[config.mk]
export PLATFORM = sky130hd
export DESIGN_NAME = grid_quantized_start_stop_flat
export DESIGN_NICKNAME = d
export VERILOG_FILES = /design/src/sv/gqss_pkg.sv /design/src/sv/gqss_stream_if.sv /design/src/sv/gqss_div.sv /design/src/sv/gqss_ctrl.sv /design/src/sv/gqss_dp.sv /design/src/sv/grid_quantized_start_stop.sv /design/src/flat_wrapper.sv
export SDC_FILE = /design/constraint.sdc
export NUM_CORES = 2
export LEC_CHECK = 0
export BUFFER_PORTS_ARGS = -buffer_cell sky130_fd_sc_hd__buf_2
export CAP_MARGIN = 30
export CORE_MARGIN = 5
export CORE_UTILIZATION = 36
export CTS_CLUSTER_SIZE = 40
export DETAILED_ROUTE_END_ITERATION = 7
export GPL_TIMING_DRIVEN = 0
export PLACE_DENSITY = 0.63
export RECOVER_POWER = 50
export SETUP_SLACK_MARGIN = 0.5
export SLEW_MARGIN = 20
export SYNTH_ARGS = -nofsm -noshare
export SYNTH_HDL_FRONTEND = slang
export SYNTH_SLANG_ARGS = --single-unit
[constraint.sdc]
create_clock -name clk_i -period 9.5 [get_ports clk_i]
set_input_delay 2.85 -clock clk_i [delete_from_list [all_inputs] [get_ports clk_i]]
set_output_delay 2.85 -clock clk_i [all_outputs]
set_load 0.03 [all_outputs]
[src/sv/gqss_pkg.sv]
// ----------------------------------------------------------------------------
// gqss_pkg
// Types and constants shared by the grid-quantized start/stop clock.
// ----------------------------------------------------------------------------
package gqss_pkg;

  localparam int unsigned DVS_W = 26;   // divisor width (tempo is the widest)
  localparam logic [29:0] SECS_MAX = 30'h3FFF_FFFF;

  typedef enum logic [1:0] {
    MODE_IDLE = 2'd0,
    MODE_WAIT = 2'd1,
    MODE_RUN  = 2'd2,
    MODE_STOP = 2'd3
  } mode_e;

  typedef enum logic [2:0] {
    DIV_GCUR,
    DIV_GPREV,
    DIV_POS,
    DIV_PHASE,
    DIV_SECS
  } div_op_e;

  typedef enum logic [2:0] {
    C_IDLE,
    C_GCUR,
    C_GPREV,
    C_UPDATE,
    C_POS,
    C_PHASE,
    C_SECS,
    C_FINISH
  } ctl_e;

  typedef struct packed {
    logic               link_available;
    logic signed [47:0] current_beat;
    logic [25:0]        tempo;
    logic               enable_level;
    logic [24:0]        grid_size;
    logic [24:0]        beat_interval;
  } in_item_t;

  typedef struct packed {
    logic               grid_trigger;
    logic               beat_trigger;
    logic               enabled_envelope;
    logic               signal_trigger;
    logic [15:0]        phase;
    logic               signal_envelope;
    logic               done_trigger;
    logic [1:0]         mode;
    logic [29:0]        block_seconds;
    logic signed [47:0] beat_echo;
  } out_item_t;

  typedef struct packed {
    logic    load;
    logic    div_start;
    div_op_e div_op;
    logic    update;
    logic    finish;
  } cmd_t;

  typedef struct packed {
    logic div_done;
    logic out_free;
  } sts_t;

endpackage

[src/sv/gqss_stream_if.sv]
// ----------------------------------------------------------------------------
// gqss_stream_if
// Valid/ready channel carrying one payload beat.
// ----------------------------------------------------------------------------
interface gqss_stream_if #(
  parameter type T = logic
);
  logic valid;
  logic ready;
  T     data;

  modport source (output valid, output data, input ready);
  modport sink   (input valid, input data, output ready);
endinterface

[src/sv/gqss_div.sv]
// ----------------------------------------------------------------------------
// gqss_div
// Restoring unsigned divider, one quotient bit per cycle.
// ----------------------------------------------------------------------------
module gqss_div import gqss_pkg::*; #(
  parameter int unsigned DIV_W = 49
) (
  input  logic               clk_i,
  input  logic               rst_ni,
  input  logic               start_i,
  input  logic [DIV_W-1:0]   dividend_i,
  input  logic [DVS_W-1:0]   divisor_i,
  output logic               done_o,
  output logic [DIV_W-1:0]   quot_o,
  output logic [DVS_W-1:0]   rem_o
);

  localparam int unsigned CNT_W = $clog2(DIV_W + 1);

  logic               busy_q;
  logic               done_q;
  logic [CNT_W-1:0]   cnt_q;
  logic [DIV_W-1:0]   quot_q;
  logic [DVS_W-1:0]   rem_q;
  logic [DVS_W-1:0]   dvs_q;
  logic [DVS_W:0]     trial;
  logic               ge;

  assign trial = {rem_q, quot_q[DIV_W-1]};
  assign ge    = trial >= {1'b0, dvs_q};

  always_ff @(posedge clk_i or negedge rst_ni) begin
    if (!rst_ni) begin
      busy_q <= 1'b0;
      done_q <= 1'b0;
      cnt_q  <= '0;
    end else begin
      done_q <= 1'b0;
      if (start_i) begin
        busy_q <= 1'b1;
        cnt_q  <= CNT_W'(DIV_W);
      end else if (busy_q) begin
        cnt_q <= cnt_q - 1'b1;
        if (cnt_q == CNT_W'(1)) begin
          busy_q <= 1'b0;
          done_q <= 1'b1;
        end
      end
    end
  end

  always_ff @(posedge clk_i) begin
    if (start_i) begin
      quot_q <= dividend_i;
      rem_q  <= '0;
      dvs_q  <= divisor_i;
    end else if (busy_q) begin
      quot_q <= {quot_q[DIV_W-2:0], ge};
      rem_q  <= ge ? DVS_W'(trial - {1'b0, dvs_q}) : trial[DVS_W-1:0];
    end
  end

  assign done_o = done_q;
  assign quot_o = quot_q;
  assign rem_o  = rem_q;

endmodule

[src/sv/gqss_ctrl.sv]
// ----------------------------------------------------------------------------
// gqss_ctrl
// Sequencer: steps a linked item through divisions, update and result load.
// ----------------------------------------------------------------------------
module gqss_ctrl import gqss_pkg::*; (
  input  logic clk_i,
  input  logic rst_ni,
  input  logic in_valid_i,
  input  logic in_link_i,
  output logic in_ready_o,
  input  sts_t sts_i,
  output cmd_t cmd_o
);

  ctl_e state_q, state_d;
  logic started_q;
  logic div_state;

  always_ff @(posedge clk_i or negedge rst_ni) begin
    if (!rst_ni) begin
      state_q   <= C_IDLE;
      started_q <= 1'b0;
    end else begin
      state_q <= state_d;
      if (sts_i.div_done) begin
        started_q <= 1'b0;
      end else if (cmd_o.div_start) begin
        started_q <= 1'b1;
      end
    end
  end

  always_comb begin
    state_d = state_q;
    case (state_q)
      C_IDLE: begin
        if (in_valid_i) begin
          state_d = in_link_i ? C_GCUR : C_FINISH;
        end
      end
      C_GCUR:   if (sts_i.div_done) state_d = C_GPREV;
      C_GPREV:  if (sts_i.div_done) state_d = C_UPDATE;
      C_UPDATE: state_d = C_POS;
      C_POS:    if (sts_i.div_done) state_d = C_PHASE;
      C_PHASE:  if (sts_i.div_done) state_d = C_SECS;
      C_SECS:   if (sts_i.div_done) state_d = C_FINISH;
      C_FINISH: if (sts_i.out_free) state_d = C_IDLE;
      default:  state_d = C_IDLE;
    endcase
  end

  always_comb begin
    cmd_o     = '0;
    div_state = 1'b0;
    case (state_q)
      C_IDLE:   cmd_o.load = in_valid_i;
      C_GCUR: begin
        div_state    = 1'b1;
        cmd_o.div_op = DIV_GCUR;
      end
      C_GPREV: begin
        div_state    = 1'b1;
        cmd_o.div_op = DIV_GPREV;
      end
      C_UPDATE: cmd_o.update = 1'b1;
      C_POS: begin
        div_state    = 1'b1;
        cmd_o.div_op = DIV_POS;
      end
      C_PHASE: begin
        div_state    = 1'b1;
        cmd_o.div_op = DIV_PHASE;
      end
      C_SECS: begin
        div_state    = 1'b1;
        cmd_o.div_op = DIV_SECS;
      end
      C_FINISH: cmd_o.finish = sts_i.out_free;
      default:  cmd_o = '0;
    endcase
    cmd_o.div_start = div_state && !started_q;
  end

  assign in_ready_o = (state_q == C_IDLE);

endmodule

[src/sv/gqss_dp.sv]
// ----------------------------------------------------------------------------
// gqss_dp
// Datapath: tick state, shared divider, trigger logic and result register.
// ----------------------------------------------------------------------------
module gqss_dp import gqss_pkg::*; #(
  parameter int unsigned FRAC_BITS = 16,
  parameter int unsigned DIV_W     = 49
) (
  input  logic        clk_i,
  input  logic        rst_ni,
  input  cmd_t        cmd_i,
  output sts_t        sts_o,
  input  in_item_t    in_data_i,
  input  logic        cfg_valid_i,
  input  logic [15:0] cfg_data_i,
  output logic        out_valid_o,
  input  logic        out_ready_i,
  output out_item_t   out_data_o
);

  localparam logic [15:0] TOL_RST =
    16'(((64'd1 << FRAC_BITS) + 64'd50) / 64'd100);

  logic [15:0]        tol_q;
  mode_e              mode_q, mode_n;
  logic               last_en_q;
  logic signed [47:0] prev_q;
  logic [24:0]        held_q;
  logic signed [47:0] start_q;
  logic signed [25:0] lip_q, lip_n;
  in_item_t           in_q;
  logic signed [25:0] gp_q, lp_q, pos_q;
  logic [15:0]        phase_q;
  logic [29:0]        secs_q;
  logic               strig_q, dtrig_q, btrig_q, hit_q;
  logic               strig_n, dtrig_n, btrig_n;
  logic               out_valid_q;
  out_item_t          out_q, out_n;

  // divider hookup
  logic [DIV_W-1:0]   dvd;
  logic [DVS_W-1:0]   dvs;
  logic               div_done;
  logic [DIV_W-1:0]   quot;
  logic [DVS_W-1:0]   rem;
  logic               dvd_neg;
  logic signed [25:0] srem;

  logic signed [48:0] diff;
  logic [47:0]        cur_abs, prev_abs;
  logic [48:0]        diff_abs;
  logic [30:0]        held60;

  assign diff     = {in_q.current_beat[47], in_q.current_beat} - {start_q[47], start_q};
  assign cur_abs  = in_q.current_beat[47] ? 48'(-in_q.current_beat) : in_q.current_beat;
  assign prev_abs = prev_q[47] ? 48'(-prev_q) : prev_q;
  assign diff_abs = diff[48] ? 49'(-diff) : diff;
  assign held60   = 31'(held_q) * 31'd60;

  always_comb begin
    dvd     = '0;
    dvs     = '0;
    dvd_neg = 1'b0;
    case (cmd_i.div_op)
      DIV_GCUR: begin
        dvd     = DIV_W'(cur_abs);
        dvs     = DVS_W'(in_q.grid_size);
        dvd_neg = in_q.current_beat[47];
      end
      DIV_GPREV: begin
        dvd     = DIV_W'(prev_abs);
        dvs     = DVS_W'(in_q.grid_size);
        dvd_neg = prev_q[47];
      end
      DIV_POS: begin
        dvd     = DIV_W'(diff_abs);
        dvs     = DVS_W'(held_q);
        dvd_neg = diff[48];
      end
      DIV_PHASE: begin
        dvd = DIV_W'({pos_q[24:0], 16'h0000});
        dvs = DVS_W'(held_q);
      end
      DIV_SECS: begin
        dvd = DIV_W'(held60) << FRAC_BITS;
        dvs = in_q.tempo;
      end
      default: dvd = '0;
    endcase
  end

  gqss_div #(.DIV_W(DIV_W)) u_div (
    .clk_i      (clk_i),
    .rst_ni     (rst_ni),
    .start_i    (cmd_i.div_start),
    .dividend_i (dvd),
    .divisor_i  (dvs),
    .done_o     (div_done),
    .quot_o     (quot),
    .rem_o      (rem)
  );

  // truncating remainder takes the dividend's sign
  assign srem = dvd_neg ? -$signed({1'b0, rem[24:0]}) : $signed({1'b0, rem[24:0]});

  // grid crossing
  logic signed [26:0] tol27, grid27, gp27, lp27;
  logic               hit;
  assign tol27  = $signed({11'b0, tol_q});
  assign grid27 = $signed({2'b0, in_q.grid_size});
  assign gp27   = 27'(gp_q);
  assign lp27   = 27'(lp_q);
  assign hit    = (in_q.grid_size != '0) &&
                  ((gp27 < lp27) || ((lp27 < tol27) && (gp27 > grid27 - tol27)));

  // mode update
  logic chg;
  assign chg = in_q.beat_interval != held_q;

  always_comb begin
    mode_n  = mode_q;
    lip_n   = (chg && (mode_q == MODE_RUN || mode_q == MODE_STOP)) ? '0 : lip_q;
    strig_n = 1'b0;
    dtrig_n = 1'b0;
    btrig_n = 1'b0;
    case (mode_q)
      MODE_IDLE: if (in_q.enable_level && !last_en_q) mode_n = MODE_WAIT;
      MODE_WAIT: begin
        if (!in_q.enable_level) begin
          mode_n = MODE_IDLE;
        end else if (hit) begin
          mode_n  = MODE_RUN;
          lip_n   = '0;
          strig_n = 1'b1;
          btrig_n = 1'b1;
        end
      end
      MODE_RUN: if (!in_q.enable_level) mode_n = MODE_STOP;
      MODE_STOP: begin
        if (in_q.enable_level) begin
          mode_n = MODE_RUN;
        end else if (hit) begin
          mode_n  = MODE_IDLE;
          dtrig_n = 1'b1;
        end
      end
      default: mode_n = MODE_IDLE;
    endcase
  end

  // result assembly
  logic               run;
  logic signed [26:0] pos27, lip27, iv27;
  logic               bt;
  always_comb begin
    run   = (mode_q == MODE_RUN) || (mode_q == MODE_STOP);
    pos27 = (held_q != '0) ? 27'(pos_q) : '0;
    lip27 = 27'(lip_q);
    iv27  = $signed({2'b0, held_q});
    bt    = btrig_q || (run && ((pos27 < lip27) ||
                               ((lip27 < tol27) && (pos27 > iv27 - tol27))));
    out_n = '0;
    if (in_q.link_available) begin
      out_n.grid_trigger     = run && hit_q;
      out_n.beat_trigger     = bt;
      out_n.enabled_envelope = mode_q != MODE_IDLE;
      out_n.signal_trigger   = strig_q;
      out_n.phase            = (run && held_q != '0 && !diff[48]) ? phase_q : '0;
      out_n.signal_envelope  = run;
      out_n.done_trigger     = dtrig_q;
      out_n.mode             = mode_q;
      out_n.block_seconds    = secs_q;
      out_n.beat_echo        = in_q.current_beat;
    end
  end

  always_ff @(posedge clk_i or negedge rst_ni) begin
    if (!rst_ni) begin
      tol_q       <= TOL_RST;
      mode_q      <= MODE_IDLE;
      last_en_q   <= 1'b0;
      prev_q      <= '0;
      held_q      <= '0;
      start_q     <= '0;
      lip_q       <= '0;
      out_valid_q <= 1'b0;
    end else begin
      if (cfg_valid_i) begin
        tol_q <= cfg_data_i;
      end
      if (cmd_i.update) begin
        held_q    <= in_q.beat_interval;
        mode_q    <= mode_n;
        lip_q     <= lip_n;
        prev_q    <= in_q.current_beat;
        last_en_q <= in_q.enable_level;
        if (strig_n) begin
          start_q <= in_q.current_beat;
        end
      end
      if (cmd_i.finish && in_q.link_available && run) begin
        lip_q <= pos27[25:0];
      end
      if (cmd_i.finish) begin
        out_valid_q <= 1'b1;
      end else if (out_ready_i) begin
        out_valid_q <= 1'b0;
      end
    end
  end

  always_ff @(posedge clk_i) begin
    if (cmd_i.load) begin
      in_q <= in_data_i;
    end
    if (cmd_i.update) begin
      hit_q   <= hit;
      strig_q <= strig_n;
      dtrig_q <= dtrig_n;
      btrig_q <= btrig_n;
    end
    if (cmd_i.load) begin
      strig_q <= 1'b0;
      dtrig_q <= 1'b0;
      btrig_q <= 1'b0;
    end
    if (div_done) begin
      case (cmd_i.div_op)
        DIV_GCUR:  gp_q    <= srem;
        DIV_GPREV: lp_q    <= srem;
        DIV_POS:   pos_q   <= srem;
        DIV_PHASE: phase_q <= quot[15:0];
        DIV_SECS: begin
          if (in_q.tempo == '0 || quot[DIV_W-1:30] != '0) begin
            secs_q <= SECS_MAX;
          end else begin
            secs_q <= quot[29:0];
          end
        end
        default: phase_q <= phase_q;
      endcase
    end
    if (cmd_i.finish) begin
      out_q <= out_n;
    end
  end

  assign sts_o.div_done = div_done;
  assign sts_o.out_free = !out_valid_q || out_ready_i;
  assign out_valid_o    = out_valid_q;
  assign out_data_o     = out_q;

endmodule

[src/sv/grid_quantized_start_stop.sv]
// ----------------------------------------------------------------------------
// grid_quantized_start_stop
// Grid-quantized start/stop sequencer clock, one result beat per tick beat.
// ----------------------------------------------------------------------------
// One input beat is taken at a time. A tick with link_available high runs five
// divisions through one shared restoring divider that yields one quotient bit per
// cycle (grid remainders of the current and previous beat, interval position,
// phase, block length in seconds) on a dividend of DIV_W = max(49, 31 + FRAC_BITS)
// bits. A tick with link_available low skips the divisions and the update. The
// result sits in an output register, so the next beat is taken while it waits.
// The tolerance register may be written at any time the block is idle; it takes
// effect on the next tick.
// ----------------------------------------------------------------------------
module grid_quantized_start_stop import gqss_pkg::*; #(
  parameter int unsigned FRAC_BITS = 16
) (
  input  logic       clk_i,
  input  logic       rst_ni,
  gqss_stream_if.sink   in_i,
  gqss_stream_if.source out_o,
  gqss_stream_if.sink   cfg_i
);

  localparam int unsigned DIV_W = (31 + FRAC_BITS > 49) ? 31 + FRAC_BITS : 49;

  cmd_t cmd;
  sts_t sts;

  gqss_ctrl u_ctrl (
    .clk_i      (clk_i),
    .rst_ni     (rst_ni),
    .in_valid_i (in_i.valid),
    .in_link_i  (in_i.data.link_available),
    .in_ready_o (in_i.ready),
    .sts_i      (sts),
    .cmd_o      (cmd)
  );

  gqss_dp #(
    .FRAC_BITS (FRAC_BITS),
    .DIV_W     (DIV_W)
  ) u_dp (
    .clk_i       (clk_i),
    .rst_ni      (rst_ni),
    .cmd_i       (cmd),
    .sts_o       (sts),
    .in_data_i   (in_i.data),
    .cfg_valid_i (cfg_i.valid),
    .cfg_data_i  (cfg_i.data),
    .out_valid_o (out_o.valid),
    .out_ready_i (out_o.ready),
    .out_data_o  (out_o.data)
  );

  assign cfg_i.ready = 1'b1;

endmodule

[src/flat_wrapper.sv]
// flat-port wrapper written by rule: the top's interface ports become plain ports
module grid_quantized_start_stop_flat import gqss_pkg::*;
#(
  parameter int unsigned FRAC_BITS = 16
)
  (clk_i, rst_ni, in_i_valid, in_i_data, in_i_ready, out_o_valid, out_o_data, out_o_ready, cfg_i_valid, cfg_i_data, cfg_i_ready);
  gqss_stream_if #(.T(in_item_t)) in_i_i ();
  gqss_stream_if #(.T(out_item_t)) out_o_i ();
  gqss_stream_if #(.T(logic [15:0])) cfg_i_i ();
  input  logic clk_i;
  input  logic rst_ni;
  input wire logic [$bits(in_i_i.valid)-1:0] in_i_valid;
  input wire logic [$bits(in_i_i.data)-1:0] in_i_data;
  output wire logic [$bits(in_i_i.ready)-1:0] in_i_ready;
  output wire logic [$bits(out_o_i.valid)-1:0] out_o_valid;
  output wire logic [$bits(out_o_i.data)-1:0] out_o_data;
  input wire logic [$bits(out_o_i.ready)-1:0] out_o_ready;
  input wire logic [$bits(cfg_i_i.valid)-1:0] cfg_i_valid;
  input wire logic [$bits(cfg_i_i.data)-1:0] cfg_i_data;
  output wire logic [$bits(cfg_i_i.ready)-1:0] cfg_i_ready;
  assign in_i_i.valid = in_i_valid;
  assign in_i_i.data = in_i_data;
  assign in_i_ready = in_i_i.ready;
  assign out_o_valid = out_o_i.valid;
  assign out_o_data = out_o_i.data;
  assign out_o_i.ready = out_o_ready;
  assign cfg_i_i.valid = cfg_i_valid;
  assign cfg_i_i.data = cfg_i_data;
  assign cfg_i_ready = cfg_i_i.ready;
  grid_quantized_start_stop #(.FRAC_BITS(FRAC_BITS)) u_core (.clk_i(clk_i), .rst_ni(rst_ni), .in_i(in_i_i), .out_o(out_o_i), .cfg_i(cfg_i_i));
endmodule
==> impl_metrics.py <==
metrics = {
    "hold_path": {
        "hold-path-cell-count": 2,
        "min_from": "u_core.u_dp.dtrig_q$_SDFFE_PP0P_",
        "worstHoldPathType": "flop to flop",
        "min_to": "u_core.u_dp.dtrig_q$_SDFFE_PP0P_",
    },
    "flow_run": {
        "cap_violations": 4,
    },
    "power_and_ir_drop": {
        "power_density_mw_per_mm2": 364,
        "worst_ir_drop_vdd_mv": 0.253,
        "power_mw": 16.7,
        "leakage_nw": 18.6,
    },
    "place": {
        "dpl-instance-area_mm2": 0.0435,
        "place_ws_ns": 1.30,
        "place.gp.congestion": 0.957,
        "dp_hpwl_um": 105000,
        "portBuffers": 250,
    },
    "routing": {
        "drt_iter0_markers": 3412,
        "wl_per_cell_um": 22.7,
        "drtAntennaViolNets": 0,
        "drt-pass1-iter-count": 6,
        "wirelength_um": 133000,
        "drcViolationCount": 0,
        "vias_per_cell": 5.58,
        "num_vias": 32664,
    },
    "worst_setup_path": {
        "end_kind": "flop",
        "reg2reg_to": "u_core.u_dp.start_q[35]$_DFFE_PN0P_",
        "path_buf_inv": 5,
        "worstPathArrival_ns": 8.78,
        "path_common_cell": "a21oi_1",
        "cp_max_fo": 10,
        "cpPeakStageDelay_ns": 0.71,
        "r2r_cells": 30,
        "cp_top_family": "compound AO/OA/AOI/OAI gates",
        "critPathKind": "flop to flop",
        "cp.required_ns": 10.03,
        "crit_path_start_kind": "flop",
        "r2r-start": "u_core.u_dp.tol_q[0]$_DFFE_PN1P_",
        "r2r_slack_ns": 1.25,
        "cp_slowest_cell": "clkbuf_1",
    },
    "die": {
        "ioPinCount": 252,
        "die_w_um": 343,
        "initial_core_util_pct": 36.2,
        "dieArea_mm2": 0.118,
        "die_y_um": 343,
        "num_rows": 122,
        "core_area_mm2": 0.111,
    },
    "layout": {
        "mostFrequentLayoutCell": "edfxtp_1",
        "layout_common_cells": "edfxtp_1, nand2_1, ha_1, o21ai_0, buf_2",
        "design_area_mm2": 0.0460,
        "drive_above_1_share_pct": 12.0,
        "area_growth_pct": 14.8,
        "fin_nets": 4786,
    },
    "global_routing": {
        "grt_max_degree": 89,
        "first_global_vias": 31217,
        "grtUsageTotal_pct": 21.9,
        "overflow": 0,
        "antenna_found_initial": 4,
        "grt_pass1_wl_um": 196000,
    },
    "timing": {
        "rsz0062_at_grt": "no",
        "layout_min_cycle_time_ns": 8.25,
        "drv_slew": 175,
        "timing.final.ws_setup_ns": 1.25,
        "clock_skew_ns": 0.0358,
        "hold_viol": 0,
        "slew_headroom_pct": -106,
        "setup_viol": 0,
        "whs_ns": 0.450,
        "period_share_pct": 86.8,
        "tightest_slew_ns": 3.09,
        "max_freq_ghz": 0.121,
    },
    "logic_synthesis": {
        "ys_types": 90,
        "yosysWarnings": 0,
        "syn_nets": 4440,
        "synth_area_per_cell_um2": 10.1,
        "synthArstFlopShare_pct": 28.2,
        "netlist_instances": 3950,
        "seq_area_frac_synth_pct": 44.7,
        "yosysTopAreaCellShare_pct": 32.1,
        "synth-edff-count": 428,
        "yosys.area.top_type": "edfxtp_1",
        "synth_area_mm2": 0.0400,
        "synth-seq-cells": 635,
        "ys.flop_type": "edfxtp_1",
        "synthTopCellsByArea": "edfxtp_1, dfrtp_1, ha_1",
    },
    "clock_tree": {
        "htree_levels": 3,
        "clkLatencyLatePin_ns": 0.67,
        "cts_resized": 0,
        "cts_tree": "done",
        "cts_setup_buffers": 0,
        "cts_buffers": 75,
        "ctsHoldBuffers": 0,
        "cts_sinks": 635,
        "clk_pin_slew_ns": 0.06,
        "cts.root.buffer_cell": "clkbuf_16",
        "cts_buffer_depth": 3,
    },
    "run_status": {
        "status": "finished, violations left",
        "failed_checks": "max-capacitance violations, max-slew violations",
    },
}
-- area by class of cell --
type,instances,area [um2]
antenna,2,5.00
buffer,168,643
clock buffer,95,2000
clock inverter,45,581
fill,10796,64600
inverter,251,943
multi-input combinational,2896,20600
sequential,635,17900
tap,1488,1860
timing repair buffer,269,1450
-- report_power, final --
part | switching (mW) | internal, mW
clock network | 1.24 | 1.79
registers | 0.853 | 3.86
logic | 5.53 | 3.45
-- logic make-up (layout without fill, tap and decap cells) --
| family | Yosys count | after routing | synth area share [%] |
|---|---|---|---|
| other cells | 1 | 3 | 0.00937 |
| simple gates | 1170 | 1170 | 14.6 |
| mux | 90 | 90 | 2.42 |
| xor+xnor | 288 | 288 | 6.30 |
| buf+inv | 419 | 828 | 3.96 |
| compound gates | 1004 | 1004 | 16.3 |
| fa+ha+maj | 343 | 343 | 11.7 |
| flops | 635 | 635 | 44.7 |
-- cells in the mapped netlist, types with 40 or more instances --
master,count
a21o_1,80
a21oi_1,232
and2_1,114
clkbuf_1,143
dfrtp_1,173
edfxtp_1,428
fa_1,51
ha_1,292
inv_1,248
mux2_2,53
nand2_1,358
nand2b_1,48
nand3_1,68
nand4_1,40
nor2_1,202
nor2b_1,58
nor3_1,66
nor4_1,49
o21ai_0,267
o22ai_1,40
o31ai_1,60
or2_2,45
xnor2_1,180
xor2_1,108
-- layer usage --
layer | routed length [um] | global-route usage (%)
met4 | 5540 | 8.29
met5 | 40 | 0
met1 | 55800 | 29.6
met2 | 59800 | 34.7
met3 | 11600 | 4.66
-- worst max path at each step --
stage                                startpoint  slack (ns)                                  end  cells after the start
2_1_floorplan                       out_o_ready        0.64    u_core.u_dp.lip_q[10]$_DFFE_PN0P_                      7
5_1_grt                                  rst_ni        0.43   u_core.u_dp.held_q[19]$_DFFE_PN0P_                      3
6_report       u_core.u_dp.tol_q[0]$_DFFE_PN1P_        1.25  u_core.u_dp.start_q[35]$_DFFE_PN0P_                     30
3_5_place_dp   u_core.u_dp.tol_q[0]$_DFFE_PN1P_        1.30  u_core.u_dp.start_q[33]$_DFFE_PN0P_                     30
4_1_cts        u_core.u_dp.tol_q[0]$_DFFE_PN1P_        1.27  u_core.u_dp.start_q[35]$_DFFE_PN0P_                     30
3_3_place_gp                        out_o_ready       -2.59    u_core.u_dp.lip_q[11]$_DFFE_PN0P_                      8
-- tightest hold or removal path: stages (launching register included) --
cell	delay [ns]
dfxtp_1	0.31
nand2_1	0.05
a21oi_1	0.05
-- stage by stage --
stage | setup TNS (ns) | instances | util [%]
finish | 0 | 5849 | 41.6
global placement | -142.36 | 5688 | 39.0
floorplan | 0 | 3950 | -
CTS | 0 | 5847 | 41.7
global route | 0 | 5847 | 41.6
detailed placement | 0 | 5707 | 39.4
-- state kept, by name, summed over array words and instances (netlist names), 3 cells and up, named ones only --
name                      flops
u_core.u_dp.out_data_o      102
u_core.u_dp.in_q            101
u_core.u_dp.u_div.quot_o     49
u_core.u_dp.prev_q           48
u_core.u_dp.start_q          48
u_core.u_dp.secs_q           30
u_core.u_dp.gp_q             26
u_core.u_dp.lip_q            26
u_core.u_dp.lp_q             26
u_core.u_dp.pos_q            26
u_core.u_dp.u_div.dvs_q      26
u_core.u_dp.u_div.rem_o      26
u_core.u_dp.grid27           25
u_core.u_dp.held_q           25
u_core.u_dp.phase_q          16
u_core.u_dp.tol_q            16
u_core.u_dp.u_div.cnt_q       6
u_core.u_ctrl.state_q         3
Power figures use the tool's default switching activity.
